==> config.mk <==
export PLATFORM = sky130hd
export DESIGN_NAME = email_address_validator_top
export DESIGN_NICKNAME = d
export VERILOG_FILES = /design/src/rtl/core/eav_pkg.sv /design/src/rtl/core/eav_classify.sv /design/src/rtl/core/eav_tracker.sv /design/src/rtl/core/email_address_validator_top.sv
export SDC_FILE = /design/constraint.sdc
export NUM_CORES = 1
export LEC_CHECK = 0
export BUFFER_PORTS_ARGS = -buffer_cell sky130_fd_sc_hd__buf_2
export CORE_AREA = 2 2 88 90
export CTS_CLUSTER_DIAMETER = 80
export DETAILED_ROUTE_END_ITERATION = 6
export DIE_AREA = 0 0 90 92
export PLACE_DENSITY_LB_ADDON = 0.1
export SYNTH_ARGS = -nofsm -noshare
export SYNTH_HDL_FRONTEND = slang
export SYNTH_HIERARCHICAL = 1
export SYNTH_SLANG_ARGS = --single-unit
==> constraint.sdc <==
create_clock -name clk -period 3.7 [get_ports clk]
set_input_delay 0.37 -clock clk [delete_from_list [all_inputs] [get_ports clk]]
set_output_delay 0.37 -clock clk [all_outputs]
set_load 0.01 [all_outputs]
==> src/rtl/core/eav_pkg.sv <==
package eav_pkg;

  // Scan phase of the current value
  typedef enum logic [1:0] {
    PH_LEAD   = 2'd0,
    PH_LOCAL  = 2'd1,
    PH_DOMAIN = 2'd2
  } phase_t;

  localparam logic [7:0] MIN_TOTAL  = 8'd5;
  localparam logic [7:0] MAX_TOTAL  = 8'd254;
  localparam logic [6:0] MIN_LOCAL  = 7'd1;
  localparam logic [6:0] MAX_LOCAL  = 7'd64;
  localparam logic [7:0] MIN_DOMAIN = 8'd4;
  localparam logic [7:0] MAX_DOMAIN = 8'd254;
  localparam logic [6:0] SAT_LOCAL  = 7'd127;
  localparam logic [7:0] SAT_BYTE   = 8'd255;

  // Per-byte classes
  typedef struct packed {
    logic       ws;
    logic       nul;
    logic       at;
    logic       local_ok;
    logic       domain_ok;
    logic [7:0] lower;
  } byte_class_t;

  // Per-item verdict from the tracker
  typedef struct packed {
    logic       lead;
    logic       valid;
    logic [7:0] tlen;
  } verdict_t;

endpackage

==> src/rtl/core/eav_classify.sv <==
module eav_classify (
  input  logic [7:0]          in_byte,
  output eav_pkg::byte_class_t cls
);

  logic alnum;
  logic punct;

  always_comb begin
    alnum = (in_byte >= 8'h30 && in_byte <= 8'h39) ||
            (in_byte >= 8'h61 && in_byte <= 8'h7A) ||
            (in_byte >= 8'h41 && in_byte <= 8'h5A);
    case (in_byte)
      8'h21, 8'h23, 8'h24, 8'h25, 8'h26, 8'h27, 8'h2A, 8'h2B,
      8'h2D, 8'h2F, 8'h3D, 8'h3F, 8'h5E, 8'h5F, 8'h60, 8'h7B,
      8'h7C, 8'h7D, 8'h7E, 8'h2E: begin
        punct = 1'b1;
      end
      default: begin
        punct = 1'b0;
      end
    endcase
    cls.ws        = (in_byte == 8'h20) || (in_byte >= 8'h09 && in_byte <= 8'h0D);
    cls.nul       = (in_byte == 8'h00);
    cls.at        = (in_byte == 8'h40);
    cls.local_ok  = alnum || punct;
    cls.domain_ok = alnum || (in_byte == 8'h2D) || (in_byte == 8'h2E);
    // upper case letters only: set bit 5
    cls.lower     = (in_byte >= 8'h41 && in_byte <= 8'h5A) ? (in_byte | 8'h20) : in_byte;
  end

endmodule

==> src/rtl/core/eav_tracker.sv <==
module eav_tracker (
  input  logic                 clk,
  input  logic                 rst,
  input  logic                 fire,
  input  logic                 last,
  input  eav_pkg::byte_class_t cls,
  output eav_pkg::verdict_t    res
);

  eav_pkg::phase_t phase, phase_next;
  logic [6:0] local_count, local_count_next;
  logic [7:0] domain_count, domain_count_next;
  logic       trailing_seen, trailing_seen_next;
  logic [7:0] pending_space, pending_space_next;
  logic       error_flag, error_flag_next;
  logic [7:0] kept_length, kept_length_next;

  logic [7:0] pend_inc;
  logic [8:0] kept_sum;

  always_comb begin
    phase_next         = phase;
    local_count_next   = local_count;
    domain_count_next  = domain_count;
    trailing_seen_next = trailing_seen;
    pending_space_next = pending_space;
    error_flag_next    = error_flag | cls.nul;
    kept_length_next   = kept_length;
    res.lead           = 1'b0;

    pend_inc = (pending_space == eav_pkg::SAT_BYTE) ? eav_pkg::SAT_BYTE
                                                    : pending_space + 8'd1;
    kept_sum = {1'b0, kept_length} + {1'b0, pend_inc};

    if (phase == eav_pkg::PH_LEAD && cls.ws) begin
      res.lead = 1'b1;
    end else if (cls.ws) begin
      pending_space_next = pend_inc;
      trailing_seen_next = 1'b1;
    end else begin
      if (trailing_seen) begin
        error_flag_next = 1'b1;
      end
      kept_length_next   = kept_sum[8] ? eav_pkg::SAT_BYTE : kept_sum[7:0];
      pending_space_next = 8'd0;
      trailing_seen_next = 1'b0;
      if (phase == eav_pkg::PH_LEAD || phase == eav_pkg::PH_LOCAL) begin
        if (cls.at) begin
          phase_next = eav_pkg::PH_DOMAIN;
        end else begin
          phase_next = eav_pkg::PH_LOCAL;
          if (!cls.local_ok) begin
            error_flag_next = 1'b1;
          end
          if (local_count != eav_pkg::SAT_LOCAL) begin
            local_count_next = local_count + 7'd1;
          end
        end
      end else begin
        if (!cls.domain_ok) begin
          error_flag_next = 1'b1;
        end
        if (domain_count != eav_pkg::SAT_BYTE) begin
          domain_count_next = domain_count + 8'd1;
        end
      end
    end

    res.valid = last && !error_flag_next && (phase_next == eav_pkg::PH_DOMAIN) &&
                kept_length_next >= eav_pkg::MIN_TOTAL &&
                kept_length_next <= eav_pkg::MAX_TOTAL &&
                local_count_next >= eav_pkg::MIN_LOCAL &&
                local_count_next <= eav_pkg::MAX_LOCAL &&
                domain_count_next >= eav_pkg::MIN_DOMAIN &&
                domain_count_next <= eav_pkg::MAX_DOMAIN;
    res.tlen  = last ? kept_length_next : 8'd0;
  end

  always_ff @(posedge clk) begin
    if (rst || (fire && last)) begin
      phase         <= eav_pkg::PH_LEAD;
      local_count   <= 7'd0;
      domain_count  <= 8'd0;
      trailing_seen <= 1'b0;
      pending_space <= 8'd0;
      error_flag    <= 1'b0;
      kept_length   <= 8'd0;
    end else if (fire) begin
      phase         <= phase_next;
      local_count   <= local_count_next;
      domain_count  <= domain_count_next;
      trailing_seen <= trailing_seen_next;
      pending_space <= pending_space_next;
      error_flag    <= error_flag_next;
      kept_length   <= kept_length_next;
    end
  end

  // value boundary returns the scan to its start
  a_end_clears: assert property (@(posedge clk) disable iff (rst)
    fire && last |=> phase == eav_pkg::PH_LEAD && kept_length == 8'd0 &&
                     !error_flag && local_count == 7'd0)
    else $error("state not cleared after last byte");

  // a pass needs the '@' to have been seen
  a_valid_domain: assert property (@(posedge clk) disable iff (rst)
    fire && res.valid |-> phase_next == eav_pkg::PH_DOMAIN && !error_flag_next)
    else $error("valid verdict outside domain phase");

  // pending white space only while trailing
  a_pending: assert property (@(posedge clk) disable iff (rst)
    !trailing_seen |-> pending_space == 8'd0)
    else $error("pending space without trailing flag");

endmodule

==> src/rtl/core/email_address_validator_top.sv <==
// E-mail address check for one form value, streamed one byte per item.
//
// Input channel (s_*): one raw byte per item in s_tdata, s_tlast on the
// final byte of the value. Output channel (m_*): exactly one item per input
// item, in order. Each output carries the byte lowercased (A-Z only) and, in
// m_tuser, a flag for leading white space dropped by trim. The item with
// m_tlast set carries the verdict and the trimmed length (saturating at 255);
// on other items both are zero.
//
// Path: input register, then result register. Throughput: one item per
// cycle while the receiver keeps m_tready high, set by the combinational
// classify and counter update between the two registers.
//
// Reset (rst, synchronous): both registers empty and the scan state back at
// the leading white space phase. State also returns there after each last
// byte. When the receiver stalls, the result register holds its item and the
// input register holds one more; s_tready drops only when both are full.
module email_address_validator_top (
  input  logic        clk,
  input  logic        rst,
  input  logic        s_tvalid,
  output logic        s_tready,
  input  logic [7:0]  s_tdata,   // [7:0] in_byte
  input  logic        s_tlast,   // last_byte
  output logic        m_tvalid,
  input  logic        m_tready,
  output logic [23:0] m_tdata,   // [7:0] lowered_byte, [8] valid_res,
                                 // [16:9] trimmed_length, [23:17] zero
  output logic        m_tuser,   // leading_skip
  output logic        m_tlast    // done_res
);

  // input stage
  logic       in_v;
  logic [7:0] in_byte;
  logic       in_last;

  // result stage
  logic       out_v;
  logic [7:0] out_lower;
  logic       out_lead;
  logic       out_last;
  logic       out_valid;
  logic [7:0] out_tlen;

  logic adv_out;   // result register may load
  logic fire;      // input stage item moves to result stage

  eav_pkg::byte_class_t cls;
  eav_pkg::verdict_t    res;

  assign adv_out  = !out_v || m_tready;
  assign fire     = in_v && adv_out;
  assign s_tready = !in_v || adv_out;

  always_ff @(posedge clk) begin
    if (rst) begin
      in_v <= 1'b0;
    end else if (s_tready) begin
      in_v <= s_tvalid;
    end
  end

  always_ff @(posedge clk) begin
    if (s_tready && s_tvalid) begin
      in_byte <= s_tdata;
      in_last <= s_tlast;
    end
  end

  eav_classify u_classify (
    .in_byte (in_byte),
    .cls     (cls)
  );

  eav_tracker u_tracker (
    .clk  (clk),
    .rst  (rst),
    .fire (fire),
    .last (in_last),
    .cls  (cls),
    .res  (res)
  );

  always_ff @(posedge clk) begin
    if (rst) begin
      out_v <= 1'b0;
    end else if (adv_out) begin
      out_v <= in_v;
    end
  end

  always_ff @(posedge clk) begin
    if (fire) begin
      out_lower <= cls.lower;
      out_lead  <= res.lead;
      out_last  <= in_last;
      out_valid <= res.valid;
      out_tlen  <= res.tlen;
    end
  end

  assign m_tvalid = out_v;
  assign m_tdata  = {7'd0, out_tlen, out_valid, out_lower};
  assign m_tuser  = out_lead;
  assign m_tlast  = out_last;

endmodule

# Word-level counts from Yosys, hierarchy flattened
# Cells that the tools add are included.
# classes
add_sub_neg	4
n_mul	0
div_mod_pow	0
magnitude_cmp	14
eq_ne	27
shift	0
n_mux	28
n_bitwise	2
reduce_logical	33
# ops
cell	count
$eq A8 B6 Y1 const B	14
$mux W8	9
$eq A8 B7 Y1 const B	8
$mux W7	5
$reduce_or A20 Y1	1
$add A8 B1 Y8 const B	2
$ge A8 B3 Y1 const B	2
$ge A8 B7 Y1 const B	2
$le A8 B7 Y1 const B	2
$le A8 B8 Y1 const B	2
$logic_and A1 B1 Y1	16
$logic_or A1 B1 Y1	10
$mux W1	10
$add A8 B8 Y9	1
$eq A8 B8 Y1 const B	1
$ge A8 B4 Y1 const B	1
$ge A8 B6 Y1 const B	1
$le A8 B4 Y1 const B	1
$le A8 B6 Y1 const B	1
$logic_not A8 Y1	1
$mux W2	4
$ne A8 B8 Y1 const B	1
$add A7 B1 Y7 const B	1
$ge A7 B1 Y1 const B	1
other kinds (9)	11
# word_totals
regBits	65
latch_bits	0
ram_bits	0
mem_bits_ro	0
output_inout_bits	28
memories	0

# Longest topological paths before layout
# logic_depth
ltp_word	19
mapped_depth	15
ltp_nobuf	14

# Modules after synthesis
# The synthesis kept the hierarchy.
# modules_own_cells
module	instances	cells_per_inst	area_per_inst_um2	seq_area_each_um2
eav_tracker	1	319	2493.6	700.7
email_address_validator_top	1	47	1008.5	880.8
eav_classify	1	53	385.4	0.0

# Worst setup path before layout
# OpenSTA, ideal clock, no wires.
# synth_timing
path_type	reg-to-reg
from	reg u_tracker.pending_space[0]
to	reg out_valid (data pin)
setup_time_ns	0.263
arrival_time_ns	3.208
path_slack_ns	0.229
path_stages_with_launch	16
period_less_slack_ns	3.471
cell_sequence	dfxtp_1 -> ha_1 -> and3_1 -> clkbuf_1 -> nand3_1 -> nand2_1 -> ha_1 -> inv_1 -> fa_1 -> nor2b_1 -> o2111a_1 -> a2bb2oi_2 -> o22a_1 -> nor4bb_1 -> and3_1 -> nor3_1
# synth_rtl
item	line	source
from (decl)	eav_tracker.sv:14	logic [7:0] pending_space, pending_space_next;
from (signal assigned)	eav_tracker.sv:93	pending_space <= pending_space_next;
to (signal assigned)	email_address_validator_top.sv:98	out_valid <= res.valid;
to (decl)	email_address_validator_top.sv:43	logic out_valid;

==> impl_summary.txt <==
----------------------------------------------------
[Synth]
  Area share of the leading cell type in the synthesized netlist ... 21.63%
  Post-synthesis cell type with the largest combined area ... sky130_fd_sc_hd__edfxtp_1
  Commonest register cell after synthesis ... sky130_fd_sc_hd__dfxtp_1
  Library cells used by synthesis ... 79
  Sequential element share of the synthesized area ... 40.68%
  Most numerous cell in the Yosys netlist ... sky130_fd_sc_hd__nor2_1
  Average size of a mapped cell ... 9.278 sq um
  Synthesized netlist cell count ... 419
  #FFs+latches synth ... 65
  Yosys warnings ... 6
  Top cells by area, synth ... sky130_fd_sc_hd__edfxtp_1, sky130_fd_sc_hd__dfxtp_1, sky130_fd_sc_hd__nor2_1
  EDFF count, synth ... 28
  Most instantiated cells after synthesis ... sky130_fd_sc_hd__nor2_1, sky130_fd_sc_hd__dfxtp_1, sky130_fd_sc_hd__edfxtp_1
  Cell area after synthesis ... 3887 sq um
  Fraction of synthesis flops using an asynchronous set or reset pin ... 0%

[Setup path]
  Req. time, crit path ... 3.79 ns
  Number of cells on the worst reg-to-reg path ... 13
  Peak per-stage delay on the critical path ... 0.41 ns
  Worst path bufs/invs ... 0
  Crit. path cell count ... 13
  Data arrival at the endpoint of the critical path ... 3.56 ns
  Endpoint kind of the worst setup timing path ... flop
  Top delay family on crit path ... simple AND/OR/NAND/NOR gates
  Maximum fanout along the worst path ... 6
  CP startpoint kind ... flop
  Classification of the worst setup path ... reg2reg
  Slowest stage cell, crit path ... sky130_fd_sc_hd__dfxtp_1
  Cells along the critical path ... ha_2 -> and3_2 -> nand3_1 -> nor3_1 -> a21oi_1 -> ha_1 -> a21oi_2 -> nand3_1 -> or3_1 -> a21o_1 -> a211o_1 -> nor4_1 -> nor3_1

[Floorplanning]
  Full die area ... 8280 sq um
  Num ports ... 41
  Die boundary width ... 90 um
  Die span in y ... 92 um
  Effective utilization at floorplan ... 52.20%
  Core Rows ... 32
  Core Region ... 7447 sq um

[Timing]
  Setup TNS Final ... 0 ns
  Actual slew at the worst max-slew pin ... 1.060 ns
  Min Clock Period, post-route ... 3.464 ns
  Fmax achieved ... 288.7 MHz
  Number of endpoints failing setup at the final stage ... 0
  Setup repair after global routing missed its margin ... false
  Final Cycle Share ... 93.61%
  Worst max-slew margin expressed relative to the limit ... 29.31%
  Clk_skew ... 0.01064 ns
  Slew Viols, Final ... 0
  Final Hold Fails ... 0

[Cells and area]
  Number of nets in the final layout ... 470
  Number of diodes ... 0
  Layout area overhead ... 10.01%
  Final cell count without fillers ... 552
  Finished layout cell area ... 4277 sq um
  Layout cells sized above 1 ... 20.00%
  Number of fill cells in the layout ... 694

[Detailed routing]
  DRC violations left ... 0
  First-pass DRT Iterations ... 4
  Average vias per placed instance ... 5.678
  Total length of routed wires ... 8217 um
  Post-DR wirelength/cell ... 14.89 um
  Remaining antenna violation count after routing ... 0
  Initial DRC count ... 190
  Routed via count ... 3,134

[Outcome]
  Run status ... complete, no violations

[GRT]
  Initial antenna violation count ... 0
  Via count of the first global-routing pass ... 2,848
  Global-route wire length before repair ... 13,660 um
  Largest net degree at the start of global routing ... 33
  Total routing resource utilization after global routing ... 20.43%
  Sum of overflow across all layers after global routing ... 0

[Pwr]
  Worst vdd rail ir drop ... 252.8 uV
  Static leakage ... 1.724 nW
  Power per Cell Area ... 372.2 nW/um^2

[Placed design]
  Input/output buffers ... 33
  Final RePlAce weighted congestion ... 0.8602
  HPWL reported at the end of detailed placement ... 5883 um
  Placement-stage cell area ... 4043 sq um
  Placed insts ... 536

[Clock tree]
  Clock latency reported for the late side of the worst-skew pair ... 0.35 ns
  CTS buffer count ... 9
  Clock tree from TritonCTS ... yes
  Total clock sinks ... 65
  Register clock-pin slew on the reported worst setup and hold paths ... 0.08 ns
  Maximum count of clock buffers along a single path ... 2
  Clock root buffer ... sky130_fd_sc_hd__clkbuf_8
  Number of buffers inserted to repair setup after CTS ... 0
  # hold bufs at CTS ... 0
  Level count of the clock H-tree ... 3

[Run]
  Max Cap Viol ... 0

[Min path]
  Worst hold path type ... in2reg
  Hold Path Cell Cnt ... 1

----------------------------------------------------
## sequential cells by signal (all words and copies together) (netlist names), 2 cells and up
| signal | flops |
|---|---|
| u_tracker/local_count | 7 |
| u_tracker/pending_space | 8 |
| u_tracker/kept_length | 8 |
| out_tlen | 8 |
| in_byte | 8 |
| out_lower | 8 |
| u_tracker/phase | 2 |
| u_tracker/domain_count | 8 |
## cells in the final DEF, fill, tap and decap left out, types with 3 or more instances in the layout
| master | netlist | final |
|---|---|---|
| sky130_fd_sc_hd__and3_1 | 9 | 8 |
| sky130_fd_sc_hd__dfxtp_1 | 37 | 37 |
| sky130_fd_sc_hd__nand2b_1 | 6 | 6 |
| sky130_fd_sc_hd__conb_1 | 1 | 7 |
| sky130_fd_sc_hd__a31oi_1 | 9 | 9 |
| sky130_fd_sc_hd__o21ai_0 | 17 | 17 |
| sky130_fd_sc_hd__nand3_1 | 15 | 14 |
| sky130_fd_sc_hd__or2_2 | 3 | 3 |
| sky130_fd_sc_hd__xnor2_1 | 6 | 6 |
| sky130_fd_sc_hd__buf_2 | 3 | 33 |
| sky130_fd_sc_hd__and2_1 | 8 | 8 |
| sky130_fd_sc_hd__nor2_1 | 50 | 50 |
| sky130_fd_sc_hd__inv_1 | 17 | 17 |
| sky130_fd_sc_hd__mux2i_1 | 10 | 10 |
| sky130_fd_sc_hd__ha_1 | 11 | 10 |
| sky130_fd_sc_hd__nand4_1 | 7 | 7 |
| sky130_fd_sc_hd__buf_4 | 18 | 9 |
| sky130_fd_sc_hd__edfxtp_1 | 28 | 28 |
| sky130_fd_sc_hd__nor3_1 | 10 | 10 |
| sky130_fd_sc_hd__a22oi_1 | 7 | 7 |
| sky130_fd_sc_hd__clkbuf_8 | 1 | 9 |
| sky130_fd_sc_hd__nand2_1 | 20 | 20 |
| sky130_fd_sc_hd__nor4_1 | 4 | 4 |
| sky130_fd_sc_hd__xor2_1 | 8 | 8 |
| sky130_fd_sc_hd__a21oi_1 | 27 | 26 |
| sky130_fd_sc_hd__or3_1 | 6 | 6 |
| sky130_fd_sc_hd__o21a_1 | 3 | 3 |
## per-stage QoR
step / setup slack [ns] / total power [mW] / util, % / hold slack, ns
3_5_place_dp: 0.07920 / 0.9339 / 54.28 / 0.4846
5_1_grt: 0.02308 / 1.656 / 57.43 / 0.1643
3_3_place_gp: 0.1960 / 0.9320 / 54.28 / 0.4785
6_report: 0.2363 / 1.592 / 57.43 / 0.1929
2_1_floorplan: 0.2290 / 0.9064 / - / 0.4324
4_1_cts: 0.06832 / 1.609 / 57.21 / 0.1771
## final timing paths
path,to,startpoint,slack [ns]
setup / recovery,out_valid$_DFFE_PP_,u_tracker/pending_space[0]$_SDFFE_PP0P_,0.24
hold / removal,in_byte[2]$_DFFE_PP_,s_tdata[2],0.19
hold reg to reg,u_tracker/phase[0]$_SDFFE_PP0P_,u_tracker/phase[0]$_SDFFE_PP0P_,0.49
setup reg to reg,out_valid$_DFFE_PP_,u_tracker/pending_space[0]$_SDFFE_PP0P_,0.24
## area by class of cell
class,instances,area (sq um),share of cell area [%]
repair buffers,42,232.7,5.442
flip-flops and latches,65,1582,36.98
well taps,102,127.6,2.984
clock buffers,10,127.6,2.984
multi-input cells,309,2049,47.92
clock inverters,6,90.09,2.106
inverters,18,67.56,1.580
## cells by family after synthesis
| family | Yosys count | share of synthesized area [%] |
|---|---|---|
| muxes | 14 | 3.894 |
| buffers and inverters | 51 | 7.595 |
| xor gates and xnor gates | 14 | 3.154 |
| and+or+nand+nor | 171 | 25.17 |
| DFF | 65 | 40.68 |
| adders and majority gates | 12 | 4.055 |
| other | 1 | 0.09646 |
| AOI/OAI and AO/OA | 91 | 15.35 |
## power by group
group	internal, mW	switching, mW	leakage, nW	total, mW
clock network	0.383	0.290	0.107	0.673
registers	0.772	0.0189	0.566	0.791
logic	0.0499	0.0782	1.05	0.128
total	1.20	0.387	1.72	1.59
## what timing repair did
item | 4_1_cts | 5_1_grt
endpoints found under the hold margin | 0 | 0
setup endpoints to repair | 0 | 3
gates resized for setup | 0 | 6
## per-layer routing
layer	wire length (um)	global-route usage (%)
met1	3947	27.84
met2	3725	31.45
met3	343	4.930
met4	200	8.077
met5	0	0
Power figures use the tool's default switching activity.
